<file path="src/rtl/core/swz_pkg.sv">
// shared constants and types for the sliding window z-score detector
`default_nettype none
package swz_pkg;
  localparam int MAX_WINDOW  = 256;
  localparam int SAMPLE_BITS = 16;
  localparam int HIST_LEN    = MAX_WINDOW + 1;
  localparam int AW          = $clog2(HIST_LEN);
  localparam int WW          = 9;
  localparam int PW          = 96;
  localparam int MAW         = 64;
  localparam int MBW         = 32;
  localparam int SUM_W       = 25;
  localparam int SQS_W       = 40;
  localparam logic [WW-1:0] W_MIN   = 9'd4;
  localparam logic [WW-1:0] W_MAX   = 9'd256;
  localparam logic [WW-1:0] W_RESET = 9'd128;
  localparam logic [15:0]   SCORE_MAX = 16'hFFFF;

  typedef struct packed {
    logic          start;
    logic [MAW-1:0] a;
    logic [MBW-1:0] b;
  } mul_req_t;
endpackage
`default_nettype wire

</file>
<file path="src/rtl/core/swz_serial_mul.sv">
// bit serial shift and add multiplier, one multiplier bit per cycle
`default_nettype none
module swz_serial_mul (
  input  wire logic             clk,
  input  wire logic             rst,
  input  wire swz_pkg::mul_req_t req,
  output logic                  done,
  output logic [swz_pkg::PW-1:0] p
);
  import swz_pkg::*;

  logic [PW-1:0]  areg;
  logic [MBW-1:0] breg;
  logic [5:0]     cnt;
  logic           busy;

  always_ff @(posedge clk) begin
    if (rst) begin
      busy <= 1'b0;
      done <= 1'b0;
      cnt  <= '0;
    end else begin
      done <= busy && !req.start && cnt == 6'd1;
      if (req.start) begin
        busy <= 1'b1;
        cnt  <= 6'(MBW);
        p    <= '0;
        areg <= PW'(req.a);
        breg <= req.b;
      end else if (busy) begin
        if (breg[0]) begin
          p <= p + areg;
        end
        areg <= areg << 1;
        breg <= breg >> 1;
        cnt  <= cnt - 6'd1;
        if (cnt == 6'd1) begin
          busy <= 1'b0;
        end
      end
    end
  end
endmodule
`default_nettype wire

</file>
<file path="config.mk">
export PLATFORM = sky130hd
export DESIGN_NAME = swz_serial_mul
export DESIGN_NICKNAME = d
export VERILOG_FILES = /design/src/rtl/core/swz_pkg.sv /design/src/rtl/core/swz_serial_mul.sv
export SDC_FILE = /design/constraint.sdc
export NUM_CORES = 1
export LEC_CHECK = 0
export BUFFER_PORTS_ARGS = -buffer_cell sky130_fd_sc_hd__buf_2
export CORE_MARGIN = 2
export CORE_UTILIZATION = 50
export CTS_CLUSTER_SIZE = 40
export DETAILED_ROUTE_END_ITERATION = 8
export PLACE_DENSITY = 0.73
export SLEW_MARGIN = 20
export SYNTH_ARGS = -nofsm -noshare
export SYNTH_HDL_FRONTEND = slang
export SYNTH_SLANG_ARGS = --single-unit
</file>
<file path="constraint.sdc">
create_clock -name clk -period 5.8 [get_ports clk]
set_clock_uncertainty 0.1 [all_clocks]
set_input_delay 0.58 -clock clk [delete_from_list [all_inputs] [get_ports clk]]
set_output_delay 0.58 -clock clk [all_outputs]
set_load 0.02 [all_outputs]
</file>
==> out/metrics.cfg <==
[finish]
final_util_pct = 58.2
syn_to_final_growth_pct = 14.3
layout.nets = 1840
multi_input_area_mm2 = 0.00782
fillers = 2587
instances_no_fill = 2055
regArea_mm2 = 0.00689
drive_above_1_share_pct = 21.8

[setup_path]
worstPathBufferInverterCount = 0
worstSetupEndpointType = flip-flop
cp-startpoint = p[0]
worstSetupPathType = flip-flop to flip-flop
cp.arrival_ps = 4120
r2r-end = p[84]
crit_fanout = 6
r2r_cells = 12
crit_path_max_incr_delay_ps = 430
rr_startpoint = p[0]
critical_path.startpoint_type = flip-flop
cpMostUsedCell = a211oi_1
cp_cell_sequence = ha_1 > fa_1 > a211oi_1 > o21ai_1 > a21boi_1 > nor4_1 > o211ai_1 > a211oi_1 > o2111ai_1 > nand2_1 > a21boi_0 > mux2_2
worst_ep_required_time_ps = 6010
r2r_setup_slack_ps = 1890
slowest_stage = fa_1
cp_num_cells = 12
endpoint = p[84]
crit_family = compound AO/OA/AOI/OAI gates

[synthesis]
synth_common_cells = 224 x edfxtp_1, 172 x nor2_1, 136 x a21oi_1, 105 x mux2_2, 104 x nand2_1
synth_top_area_cell = edfxtp_1
syn-num-nets = 1685
synth_flop_cell = edfxtp_1
syn-instance-count = 1488
yosys-top-cells-area = edfxtp_1 44%, ha_1 8.0%, mux2_2 7.8%, a21oi_1 4.5%, nor2_1 4.3%
ys_ff_latch = 232
synth_area_per_cell_um2 = 10.2
yosysTopAreaCellShare_pct = 44.5
ys_async_sr_fraction_pct = 0
yosysMostFrequentCell = edfxtp_1
synth_edf_count = 224
post_synth_num_cell_types = 62
netlist_area_mm2 = 0.0151
ys_seq_area_share_pct = 45.5
ys_warn_count = 0

[clocking]
cts_sinks = 232
clkLatencyLatePin_ps = 560
postCtsHoldBufs = 0
clk_pin_slew_worst_paths_ps = 60
cts_tree = yes
cts_buffer_depth = 3
cts_setup_buffers = 0
cts-root-buf = clkbuf_16
post_cts_resized = 0
numCtsBuffers = 27
h-tree-depth = 1

[sta]
period_needed_ps = 3910
slew_headroom_pct = 38.5
worst_pin_slew_ps = 922
rsz0062_at_grt = no
hold_viol = 0
slew_viol_final = 0
clock.fmax_mhz = 256
setup_viol = 0
post-route-period-util_pct = 67.4
setup_tns_ps = 0

[floorplan]
die_w_um = 178
num_io_pins = 196
dieArea_mm2 = 0.0317
initial_core_util_pct = 50.9
core_area_mm2 = 0.0297
dieHeight_um = 178
rows = 63

[pwr]
total_power_mw = 5.23
p_per_area_mw_per_mm2 = 303
power.leakage_nw = 6.89
max-vdd-ir-drop_v = 0.000215

[detailed_routing]
wire_per_inst_um = 18.5
drt_iter0_markers = 948
vias_per_cell = 5.82
wirelength_um = 38000
vias = 12000
dr.pass1.iters = 6
drtAntennaViolNets = 0
drcViolationCount = 0

[place]
hpwl_um = 28100
port-buffer-count = 195
placed_cells = 2004
routabilityCongestion = 0.926

[grt]
antenna_found_initial = 4
grt_max_degree = 98
grt_usage_pct = 23.8
overflow = 0
grt_first_pass_wirelength_um = 60500
grt_pass1_vias = 11600

[min_path]
min_path_type = input pin to flip-flop

[status]
outcome = completed

[flow_run]
drv_cap = 0

area by class of cell:
type / instances / area share [%]
clock inverters: 12 / 1.01
clock buffers: 36 / 4.28
multi-input cells: 1146 / 45.2
diodes: 3 / 0.0434
well taps: 390 / 2.82
flip-flops and latches: 232 / 39.8
repair buffers: 200 / 5.99
inverters: 36 / 0.796
per-layer routing:
| layer | global-route usage, % | up-vias | part of all wire, % |
|---|---|---|---|
| met3 | 4.31 | 62 | 6.6 |
| met1 | 33.4 | 5685 | 46 |
| met4 | 7.17 | 2 | 2.7 |
| met2 | 37.5 | 374 | 45 |
| met5 | 0 | - | 0.042 |
| li1 | - | 5839 | - |
cell usage in the layout, fill, tap and decap left out, types with 9 or more instances in the layout:
master / n
inv_1: 34
xor2_1: 38
nor3_1: 31
edfxtp_1: 224
nand3_1: 22
nand2_1: 104
o21ai_0: 76
a31oi_1: 10
buf_2: 194
xnor2_1: 42
nor2b_1: 49
o21bai_1: 28
o21a_1: 14
a21o_1: 51
clkbuf_16: 27
and2_1: 10
a21oi_1: 136
nor2_1: 171
ha_1: 97
a211oi_1: 11
nand4_1: 43
mux2_2: 105
or3_1: 9
through the flow:
step	hold slack, ps	cell area [um^2]	worst slack (ps)
CTS	88.7	17300	1910
finish	108	17300	1890
global route	96.0	17300	1640
global placement	375	16400	2050
floorplan	361	15100	1560
detailed placement	388	16400	1930
worst min-delay path by stage:
stage	from	end	slack, ps	cells after the start
after global routing	rst	cnt[5]	100	2
after detailed placement	cnt[0]	cnt[0]	390	2
after floorplan	cnt[0]	cnt[0]	360	2
final	rst	cnt[5]	110	2
after global placement	cnt[0]	cnt[0]	370	2
after CTS	rst	cnt[5]	90	2
kinds of logic after synthesis:
family	count (synthesis)	synth area share, %
compound gates	393	16.5
xor+xnor	80	4.63
fa+ha+maj	98	8.16
buf+inv	110	2.85
flops	232	45.5
mux	105	7.82
simple gates	470	14.5
worst reg2reg max path: stages, from the launching register on:
cell and delay [ps]:
edfxtp_1 380, ha_1 250, fa_1 430, a211oi_1 290
o21ai_1 170, a21boi_1 280, nor4_1 100, o211ai_1 210
a211oi_1 210, o2111ai_1 380, nand2_1 280, a21boi_0 240
mux2_2 360
report_power, final:
group | switching, mW | total, mW | leakage, nW | internal, mW
combinational | 0.850 | 1.38 | 4.23 | 0.529
sequential | 0.0709 | 2.09 | 2.22 | 2.02
clock | 0.695 | 1.77 | 0.446 | 1.07
total | 1.62 | 5.23 | 6.89 | 3.62
sequential cells by signal, summed over array words and instances, names as in the netlist:
name	flops
busy	1
done	1
breg	32
cnt	6
p	96
areg	96
Power figures use the tool's default switching activity.
