**config.mk**
```make
export PLATFORM = sky130hd
export DESIGN_NAME = swz_divsqrt
export DESIGN_NICKNAME = d
export VERILOG_FILES = /design/src/rtl/core/swz_pkg.sv /design/src/rtl/core/swz_divsqrt.sv
export SDC_FILE = /design/constraint.sdc
export NUM_CORES = 1
export LEC_CHECK = 0
export BUFFER_PORTS_ARGS = -buffer_cell sky130_fd_sc_hd__buf_2
export CORE_MARGIN = 1
export CORE_UTILIZATION = 35
export CTS_CLUSTER_SIZE = 24
export DETAILED_ROUTE_END_ITERATION = 10
export PLACE_DENSITY = 0.53
export RECOVER_POWER = 50
export SYNTH_ARGS = -nofsm -noshare
export SYNTH_HDL_FRONTEND = slang
export SYNTH_SLANG_ARGS = --single-unit
```
**constraint.sdc**
```tcl
create_clock -name clk -period 12.7 [get_ports clk]
set_input_delay 2.54 -clock clk [delete_from_list [all_inputs] [get_ports clk]]
set_output_delay 2.54 -clock clk [all_outputs]
set_load 0.1 [all_outputs]
```
**src/rtl/core/swz_pkg.sv**
```systemverilog
// shared constants and types for the sliding window z-score detector
`default_nettype none
package swz_pkg;
  localparam int MAX_WINDOW  = 256;
  localparam int SAMPLE_BITS = 16;
  localparam int HIST_LEN    = MAX_WINDOW + 1;
  localparam int AW          = $clog2(HIST_LEN);
  localparam int WW          = 9;
  localparam int PW          = 96;
  localparam int MAW         = 64;
  localparam int MBW         = 32;
  localparam int SUM_W       = 25;
  localparam int SQS_W       = 40;
  localparam logic [WW-1:0] W_MIN   = 9'd4;
  localparam logic [WW-1:0] W_MAX   = 9'd256;
  localparam logic [WW-1:0] W_RESET = 9'd128;
  localparam logic [15:0]   SCORE_MAX = 16'hFFFF;

  typedef struct packed {
    logic          start;
    logic [MAW-1:0] a;
    logic [MBW-1:0] b;
  } mul_req_t;
endpackage
`default_nettype wire

```
**src/rtl/core/swz_divsqrt.sv**
```systemverilog
// restoring divide of r by e then bitwise integer square root; k saturates when the quotient would not fit 32 bits
`default_nettype none
module swz_divsqrt (
  input  wire logic                  clk,
  input  wire logic                  rst,
  input  wire logic                  start,
  input  wire logic [swz_pkg::PW-1:0] e,
  input  wire logic [swz_pkg::PW-1:0] r,
  output logic                       done,
  output logic [15:0]                k
);
  import swz_pkg::*;

  typedef enum logic [3:0] {
    D_IDLE = 4'b0001,
    D_CHK  = 4'b0010,
    D_DIV  = 4'b0100,
    D_SQ   = 4'b1000
  } dstate_t;

  dstate_t       state;
  logic [PW-1:0] rem;
  logic [PW-1:0] d;
  logic [31:0]   q;
  logic [4:0]    cnt;
  logic [3:0]    bitp;
  logic [15:0]   t;
  logic [31:0]   tsq;
  logic          ge;

  assign t   = k | (16'd1 << bitp);
  assign tsq = t * t;
  assign ge  = rem >= d;

  always_ff @(posedge clk) begin
    if (rst) begin
      state <= D_IDLE;
      done  <= 1'b0;
    end else begin
      done <= (state == D_CHK && r >= (e << 32)) || (state == D_SQ && bitp == 4'd0);
      unique case (state)
        D_IDLE: begin
          if (start) begin
            state <= D_CHK;
          end
        end
        D_CHK: begin
          if (r >= (e << 32)) begin
            k     <= SCORE_MAX;
            state <= D_IDLE;
          end else begin
            rem   <= r;
            d     <= e << 31;
            q     <= '0;
            cnt   <= 5'd31;
            state <= D_DIV;
          end
        end
        D_DIV: begin
          if (ge) begin
            rem <= rem - d;
          end
          q   <= {q[30:0], ge};
          d   <= d >> 1;
          cnt <= cnt - 5'd1;
          if (cnt == 5'd0) begin
            k     <= '0;
            bitp  <= 4'd15;
            state <= D_SQ;
          end
        end
        D_SQ: begin
          if (tsq <= q) begin
            k <= t;
          end
          bitp <= bitp - 4'd1;
          if (bitp == 4'd0) begin
            state <= D_IDLE;
          end
        end
        default: state <= D_IDLE;
      endcase
    end
  end
endmodule
`default_nettype wire
```
==> results.tsv, run 1 <==
stage	metric	value	unit
cells_and_area	final instance area	28500	um^2
synth	cell types with the largest area share after synthesis	sky130_fd_sc_hd__edfxtp_1 29%, sky130_fd_sc_hd__ha_1 14%, sky130_fd_sc_hd__fa_1 13%	
synth	library cell with the largest summed area after synthesis	sky130_fd_sc_hd__edfxtp_1	
place	Post-DP Area	27600	um^2
worst_setup_path	critical setup path kind	register to register	
detailed_routing	total via count in the routed design	20343	
power	Tot Pwr	2.08	mW
synth	Post-Syn Nets	3566	
worst_setup_path	Critical path origin	bitp[2]$_SDFFCE_PN1P_	
worst_setup_path	Slowest cell on crit path	sky130_fd_sc_hd__edfxtp_1	
place	IO Port Bufs	180	
sta	maximum frequency from static timing analysis	96.0	MHz
detailed_routing	total length of routed met2 wires	31600	um
place	estimated wirelength of the detail-placed design	54200	um
hold_path	classification of the worst-slack hold path	register to register	
worst_setup_path	Worst R2R End	k[14]$_DFFE_PP_	
sta	final period demand of the worst path	10.41	ns
status	run status	finished with violations	
cells_and_area	Syn-to-layout area delta	11.3	%
worst_setup_path	Critical Path RT	12.92	ns
clock_tree	number of buffers inserted during clock tree synthesis	34	
cells_and_area	Final nets	3703	
synth	register area share after synthesis	29.5	%
worst_setup_path	Setup crit end kind	register	
clock_tree	worst-skew pair later-pin latency	0.56	ns
synth	number of enable-type register cells in the synthesized netlist	249	
status	violations in the final reports	capacitance limit, slew limit	
detailed_routing	1st-pass router iterations	5	
clock_tree	post-cts gate resize count	0	
clock_tree	Bufs on Longest Clock Path	3	
worst_setup_path	R2R setup slack	2.29	ns
global_routing	GRT Total Usage	18.5	%
worst_setup_path	Max Fanout on Critical Path	16	
detailed_routing	first-iteration detailed-routing DRC count	1104	
detailed_routing	met1 WL	32000	um
clock_tree	clock-pin slew on the worst setup and hold paths	0.06	ns
synth	Post-Syn Instances	2913	
place	minimum setup slack after placement	2.25	ns
cells_and_area	fraction of layout instances using a drive strength above 1	7.97	%
synth	Warnings, synthesis	0	
power	Static Leakage	13.0	nW
synth	syn_area_per_cell	8.81	um^2
synth	top cell type's share of synthesized area	29.1	%
worst_setup_path	crit path capture	k[14]$_DFFE_PP_	
run	number of maximum-capacitance violations	5	
worst_setup_path	crit path launch type	register	
sta	fraction of the cycle the final worst path needs	82.0	%
sta	min setup slack post-route	2.29	ns
sta	worst clock skew	0.0277	ns
worst_setup_path	cells on worst reg2reg path	40	
global_routing	global-route wire length before repair	110000	um
worst_setup_path	arrival time at the worst endpoint	10.63	ns
global_routing	largest net degree at the start of global routing	89	
die	area of the die	74400	um^2
die	top-level I/O count	212	
power	worst vdd ir	0.0726	mV
synth	synth unique cells	75	
global_routing	number of antenna violations at the first check in global routing	3	
clock_tree	hold buffers post-CTS	0	
synth	Post-synth top cells	451 x sky130_fd_sc_hd__inv_1, 342 x sky130_fd_sc_hd__nand2_1, 295 x sky130_fd_sc_hd__ha_1	
place	number of cells after detailed placement	3964	
detailed_routing	highest metal layer with signal wires	met5	
sta	setup repair after global routing missed its margin	no	
sta	worst rel slew slack	-136	%
sta	summed negative setup slack over all endpoints	0	ns
die	effective utilization at floorplan	35.6	%
die	number of standard-cell rows in the floorplan	98	
detailed_routing	routed vias/inst	5.05	
worst_setup_path	cell seen most often among critical-path stages	sky130_fd_sc_hd__o21ai_0	
detailed_routing	average wire per standard cell	16.9	um
global_routing	total gr overflow	0	
cells_and_area	non-filler cells in the finished layout	4026	
synth	Main synth FF type	sky130_fd_sc_hd__edfxtp_1	
global_routing	number of global-route vias before repair	20435	
clock_tree	CTS Root Buffer Type	sky130_fd_sc_hd__clkbuf_16	
power	power per unit of standard cell area	72.8	nW/um^2
clock_tree	number of setup buffers added after CTS	0	
hold_path	startpoint of the most critical hold path	d[61]$_DFFE_PP_	
detailed_routing	number of nets still failing antenna checks after routing	0	
die	floorplan core area	72000	um^2
sta	Slew @ Worst Pin	3.54	ns
detailed_routing	total wire length after detailed routing	68100	um
place	Final Wtd Congestion	0.868	
detailed_routing	# DRC	0	
detailed_routing	length of routed met3 wiring	2880	um
worst_setup_path	R2R Path Start	bitp[2]$_SDFFCE_PN1P_	
clock_tree	CTS tree	built	
clock_tree	Max H-tree Level	2	
synth	post-synthesis sequential element count	254	
sta	max-slew violation count	383	
die	die boundary width	273	um
synth	most repeated cell in the gate-level netlist after synthesis	sky130_fd_sc_hd__inv_1	
die	die height	273	um
sta	count of final setup violators	0	
worst_setup_path	worst stage delay on the critical path	0.57	ns
synth	cell area after technology mapping	25700	um^2
synth	fraction of registers with async set or reset after synthesis	0	%
sta	number of endpoints with negative hold slack in the final report	0	
clock_tree	number of clock sinks	254	
## routing by layer
metal	GRT usage (%)	vias to the layer above
li1	-	10205
met4	4.21	2
met5	0	-
met1	25.5	9703
met3	2.35	76
met2	30.9	357
## how the worst min path moves through the flow
stage          slack (ns)  cells after the start            endpoint
2_1_floorplan        0.51                      1  q[2]$_SDFFCE_PN0P_
3_3_place_gp         0.54                      2     d[60]$_DFFE_PP_
3_5_place_dp         0.54                      1  q[2]$_SDFFCE_PN0P_
4_1_cts              0.55                      2     d[35]$_DFFE_PP_
5_1_grt              0.57                      2     d[73]$_DFFE_PP_
6_report             0.55                      2     d[60]$_DFFE_PP_
## cell type report
cell class | instances | area, um^2
Fill cell | 7394 | 43400
Multi-Input combinational cell | 2100 | 16000
Sequential cell | 254 | 7580
Inverter | 457 | 1720
Tap cell | 950 | 1190
Timing Repair Buffer | 203 | 1020
Clock buffer | 44 | 888
Clock inverter | 16 | 163
Antenna cell | 2 | 5.00
## through the flow
stage	util (%)	hold WS, ns
floorplan	-	0.514
global placement	38.3	0.536
detailed placement	38.3	0.537
CTS	39.8	0.554
global route	39.7	0.571
finish	39.7	0.551
## critical path: cells and delay by family, from the launching register on
family,cells,cell delay [ns]
flops,1,0.57
buf+inv,5,0.82
simple gates,12,2.36
compound gates,16,3.18
fa+ha+maj,7,3.09
## cells by family after synthesis
group / synth area share [%]
AO/OA/AOI/OAI: 16.9
XOR/XNOR: 4.40
adder cells (fa/ha/maj): 27.1
buffers and inverters: 8.21
flip-flops: 29.5
AND/OR/NAND/NOR: 13.8
## cell usage in the layout, fill, tap and decap left out, types with 38 or more instances in the layout
cell,synthesis,routed
sky130_fd_sc_hd__a21o_1,110,110
sky130_fd_sc_hd__a21oi_1,203,202
sky130_fd_sc_hd__buf_2,5,158
sky130_fd_sc_hd__clkbuf_1,89,38
sky130_fd_sc_hd__edfxtp_1,249,249
sky130_fd_sc_hd__fa_1,163,163
sky130_fd_sc_hd__ha_1,295,295
sky130_fd_sc_hd__inv_1,451,451
sky130_fd_sc_hd__nand2_1,342,342
sky130_fd_sc_hd__nand4_1,60,60
sky130_fd_sc_hd__nor2_1,226,226
sky130_fd_sc_hd__o21ai_0,247,250
sky130_fd_sc_hd__xnor2_1,88,88
sky130_fd_sc_hd__xor2_1,41,41
## power breakdown
group	internal (mW)	switching, mW	total [mW]
clock network	0.539	0.397	0.937
registers	0.927	0.00393	0.930
logic	0.0895	0.122	0.211
## state kept, by name, summed over array words and instances (netlist names)
register	cells
cnt	5
rem	96
q	32
d	96
k	16
state	4
done	1
bitp	4
No activity file was read; power rests on OpenSTA's default activity.
==> run 2: changes to the inputs <==
--- a/config.mk
+++ b/config.mk
@@ -10,7 +10,7 @@
 export CORE_UTILIZATION = 35
 export CTS_CLUSTER_SIZE = 24
 export DETAILED_ROUTE_END_ITERATION = 10
-export PLACE_DENSITY = 0.53
+export PLACE_DENSITY = 0.51
 export RECOVER_POWER = 50
 export SYNTH_ARGS = -nofsm -noshare
 export SYNTH_HDL_FRONTEND = slang
==> constraint.sdc (replaced) <==
create_clock -name clk -period 9.73 [get_ports clk]
set_input_delay 1.946 -clock clk [delete_from_list [all_inputs] [get_ports clk]]
set_output_delay 1.946 -clock clk [all_outputs]
set_load 0.1 [all_outputs]
==> results.tsv, run 2 (same netlist as run 1, synthesis figures left out) <==
stage	metric	value	unit
worst_setup_path	crit path launch type	register	
die	top-level I/O count	212	
power	power per unit of standard cell area	93.9	nW/um^2
clock_tree	hold buffers post-CTS	0	
cells_and_area	commonest non-fill, non-tap cell in the layout	sky130_fd_sc_hd__inv_1	
sta	count of final setup violators	0	
clock_tree	Bufs on Longest Clock Path	3	
hold_path	classification of the worst-slack hold path	register to register	
clock_tree	clock-pin slew on the worst setup and hold paths	0.06	ns
cells_and_area	largest registers	d: 96 flops, rem: 96 flops, q: 32 flops	
power	Switching Fraction	24.0	%
worst_setup_path	cell seen most often among critical-path stages	sky130_fd_sc_hd__fa_1	
status	run status	finished with violations	
run	number of maximum-capacitance violations	3	
global_routing	number of antenna violations at the first check in global routing	0	
sta	worst rel slew slack	-276	%
die	area of the die	74400	um^2
global_routing	GRT Total Usage	18.7	%
detailed_routing	1st-pass router iterations	5	
place	Final Wtd Congestion	0.885	
detailed_routing	routed vias/inst	5.13	
sta	number of endpoints with negative hold slack in the final report	0	
worst_setup_path	cells on worst reg2reg path	40	
worst_setup_path	arrival time at the worst endpoint	9.61	ns
cells_and_area	most frequent cells in the layout	447 x sky130_fd_sc_hd__inv_1, 342 x sky130_fd_sc_hd__nand2_1, 291 x sky130_fd_sc_hd__ha_1	
worst_setup_path	Setup crit end kind	register	
power	Static Leakage	13.3	nW
die	die boundary width	273	um
sta	Slew @ Worst Pin	5.63	ns
worst_setup_path	Max Fanout on Critical Path	16	
sta	summed negative setup slack over all endpoints	0	ns
sta	final period demand of the worst path	9.30	ns
worst_setup_path	Critical Path RT	10.04	ns
worst_setup_path	Worst R2R End	k[14]$_DFFE_PP_	
sta	setup repair after global routing missed its margin	no	
clock_tree	Max H-tree Level	1	
worst_setup_path	worst stage delay on the critical path	0.54	ns
global_routing	number of global-route vias before repair	21588	
global_routing	met1 global-route usage	24.4	%
power	share of power burned in combinational logic	10.4	%
worst_setup_path	R2R setup slack	0.43	ns
cells_and_area	Syn-to-layout area delta	13.4	%
sta	min setup slack post-route	0.430	ns
place	minimum setup slack after placement	0.339	ns
detailed_routing	number of nets still failing antenna checks after routing	0	
power	Tot Pwr	2.73	mW
power	clock group share of total power	45.1	%
clock_tree	CTS tree	built	
die	die height	273	um
cells_and_area	fraction of layout instances using a drive strength above 1	10.4	%
clock_tree	number of clock sinks	254	
die	floorplan core area	72000	um^2
global_routing	GRT met2 Usage	32.6	%
global_routing	largest net degree at the start of global routing	146	
clock_tree	worst-skew pair later-pin latency	0.61	ns
hold_path	startpoint of the most critical hold path	d[45]$_DFFE_PP_	
global_routing	total gr overflow	0	
die	effective utilization at floorplan	35.6	%
global_routing	met3 track demand over resource	2.50	%
place	estimated wirelength of the detail-placed design	56200	um
cells_and_area	antenna diode count	0	
power	sequential power share	44.5	%
place	Post-DP Area	28000	um^2
sta	fraction of the cycle the final worst path needs	95.6	%
detailed_routing	average wire per standard cell	17.0	um
power	worst vdd ir	0.132	mV
detailed_routing	# DRC	0	
hold_path	worst min-delay path endpoint	d[44]$_DFFE_PP_	
worst_setup_path	R2R Path Start	bitp[3]$_SDFFCE_PN1P_	
status	violations in the final reports	capacitance limit, slew limit	
worst_setup_path	Slowest cell on crit path	sky130_fd_sc_hd__fa_1	
cells_and_area	Final nets	3753	
sta	worst clock skew	0.0159	ns
place	IO Port Bufs	180	
power	net switching component of the power	0.656	mW
worst_setup_path	critical setup path kind	register to register	
sta	maximum frequency from static timing analysis	108	MHz
hold_path	number of cells on the worst hold path	2	
global_routing	global-route wire length before repair	112000	um
detailed_routing	total wire length after detailed routing	69300	um
detailed_routing	first-iteration detailed-routing DRC count	1037	
detailed_routing	total via count in the routed design	20903	
sta	max-slew violation count	312	
cells_and_area	final instance area	29100	um^2
clock_tree	number of buffers inserted during clock tree synthesis	31	
power	Cell Int Power	2.07	mW
clock_tree	CTS Root Buffer Type	sky130_fd_sc_hd__clkbuf_16	
die	number of standard-cell rows in the floorplan	98	
global_routing	layer carrying the most global-route usage	met2	
[run 2: cell count changes in the layout (fill, tap and decap cells not counted), sizes merged, moves of 2 or more]
cell	delta
inv	+2
bufinv	+4
diode	-2
clkbuf	-12
buf	+58
clkinv	-4
[run 2: routing by layer]
layer  vias to the layer above  routed length, um
met3                        84               3020
met1                     10082              31000
met5                         -                  0
met2                       420              33900
met4                         0               1400
li1                      10317                  -
[run 2: per-stage QoR]
stage,hold slack (ns),util [%],std cells
after detailed placement,0.545,38.8,4011
after global routing,0.573,40.4,4073
final,0.553,40.4,4073
after global placement,0.538,38.8,4011
after CTS,0.560,40.3,4067
after floorplan,0.514,-,2913
[run 2: how the worst max path moves through the flow]
stage / from / slack, ns / endpoint / cells past startpoint
4_1_cts: bitp[0]$_SDFFCE_PN1P_ / 0.28 / k[14]$_DFFE_PP_ / 37
5_1_grt: bitp[0]$_SDFFCE_PN1P_ / 0.008 / k[14]$_DFFE_PP_ / 39
3_3_place_gp: bitp[0]$_SDFFCE_PN1P_ / 0.28 / k[13]$_DFFE_PP_ / 42
2_1_floorplan: k[3]$_DFFE_PP_ / 0.13 / k[0]$_DFFE_PP_ / 40
6_report: bitp[3]$_SDFFCE_PN1P_ / 0.43 / k[14]$_DFFE_PP_ / 40
3_5_place_dp: bitp[0]$_SDFFCE_PN1P_ / 0.34 / k[14]$_DFFE_PP_ / 37
[run 2: final cells by class]
cell class | instances | area (um^2)
clock buffers | 37 | 798
clock inverters | 19 | 264
fillers | 7302 | 42900
inverters | 457 | 1720
multi-input cells | 2100 | 16100
flip-flops and latches | 254 | 7580
well taps | 950 | 1190
repair buffers | 256 | 1450
[run 2: critical path: cells and delay by family, from the launching register on]
family                     cells  cell delay, ns
AOI/OAI and AO/OA             15            2.70
adders and majority gates      8            3.65
and+or+nand+nor                9            1.25
buffers and inverters          7            0.74
xor gates and xnor gates       1            0.15
DFF                            1            0.50
[run 2: what timing repair did]
action / in CTS / in global routing
gates resized for setup: 0 / 30
buffers inserted: 0 / 6
setup endpoints to repair: 0 / 16
[run 2: power by group through the flow]
stage          combinational [mW]  clock (mW)  sequential, mW
2_1_floorplan               0.177           0            1.24
3_3_place_gp                0.276           0            1.24
3_5_place_dp                0.284           0            1.24
4_1_cts                     0.286        1.27            1.21
5_1_grt                     0.323        1.31            1.22
6_report                    0.284        1.23            1.21
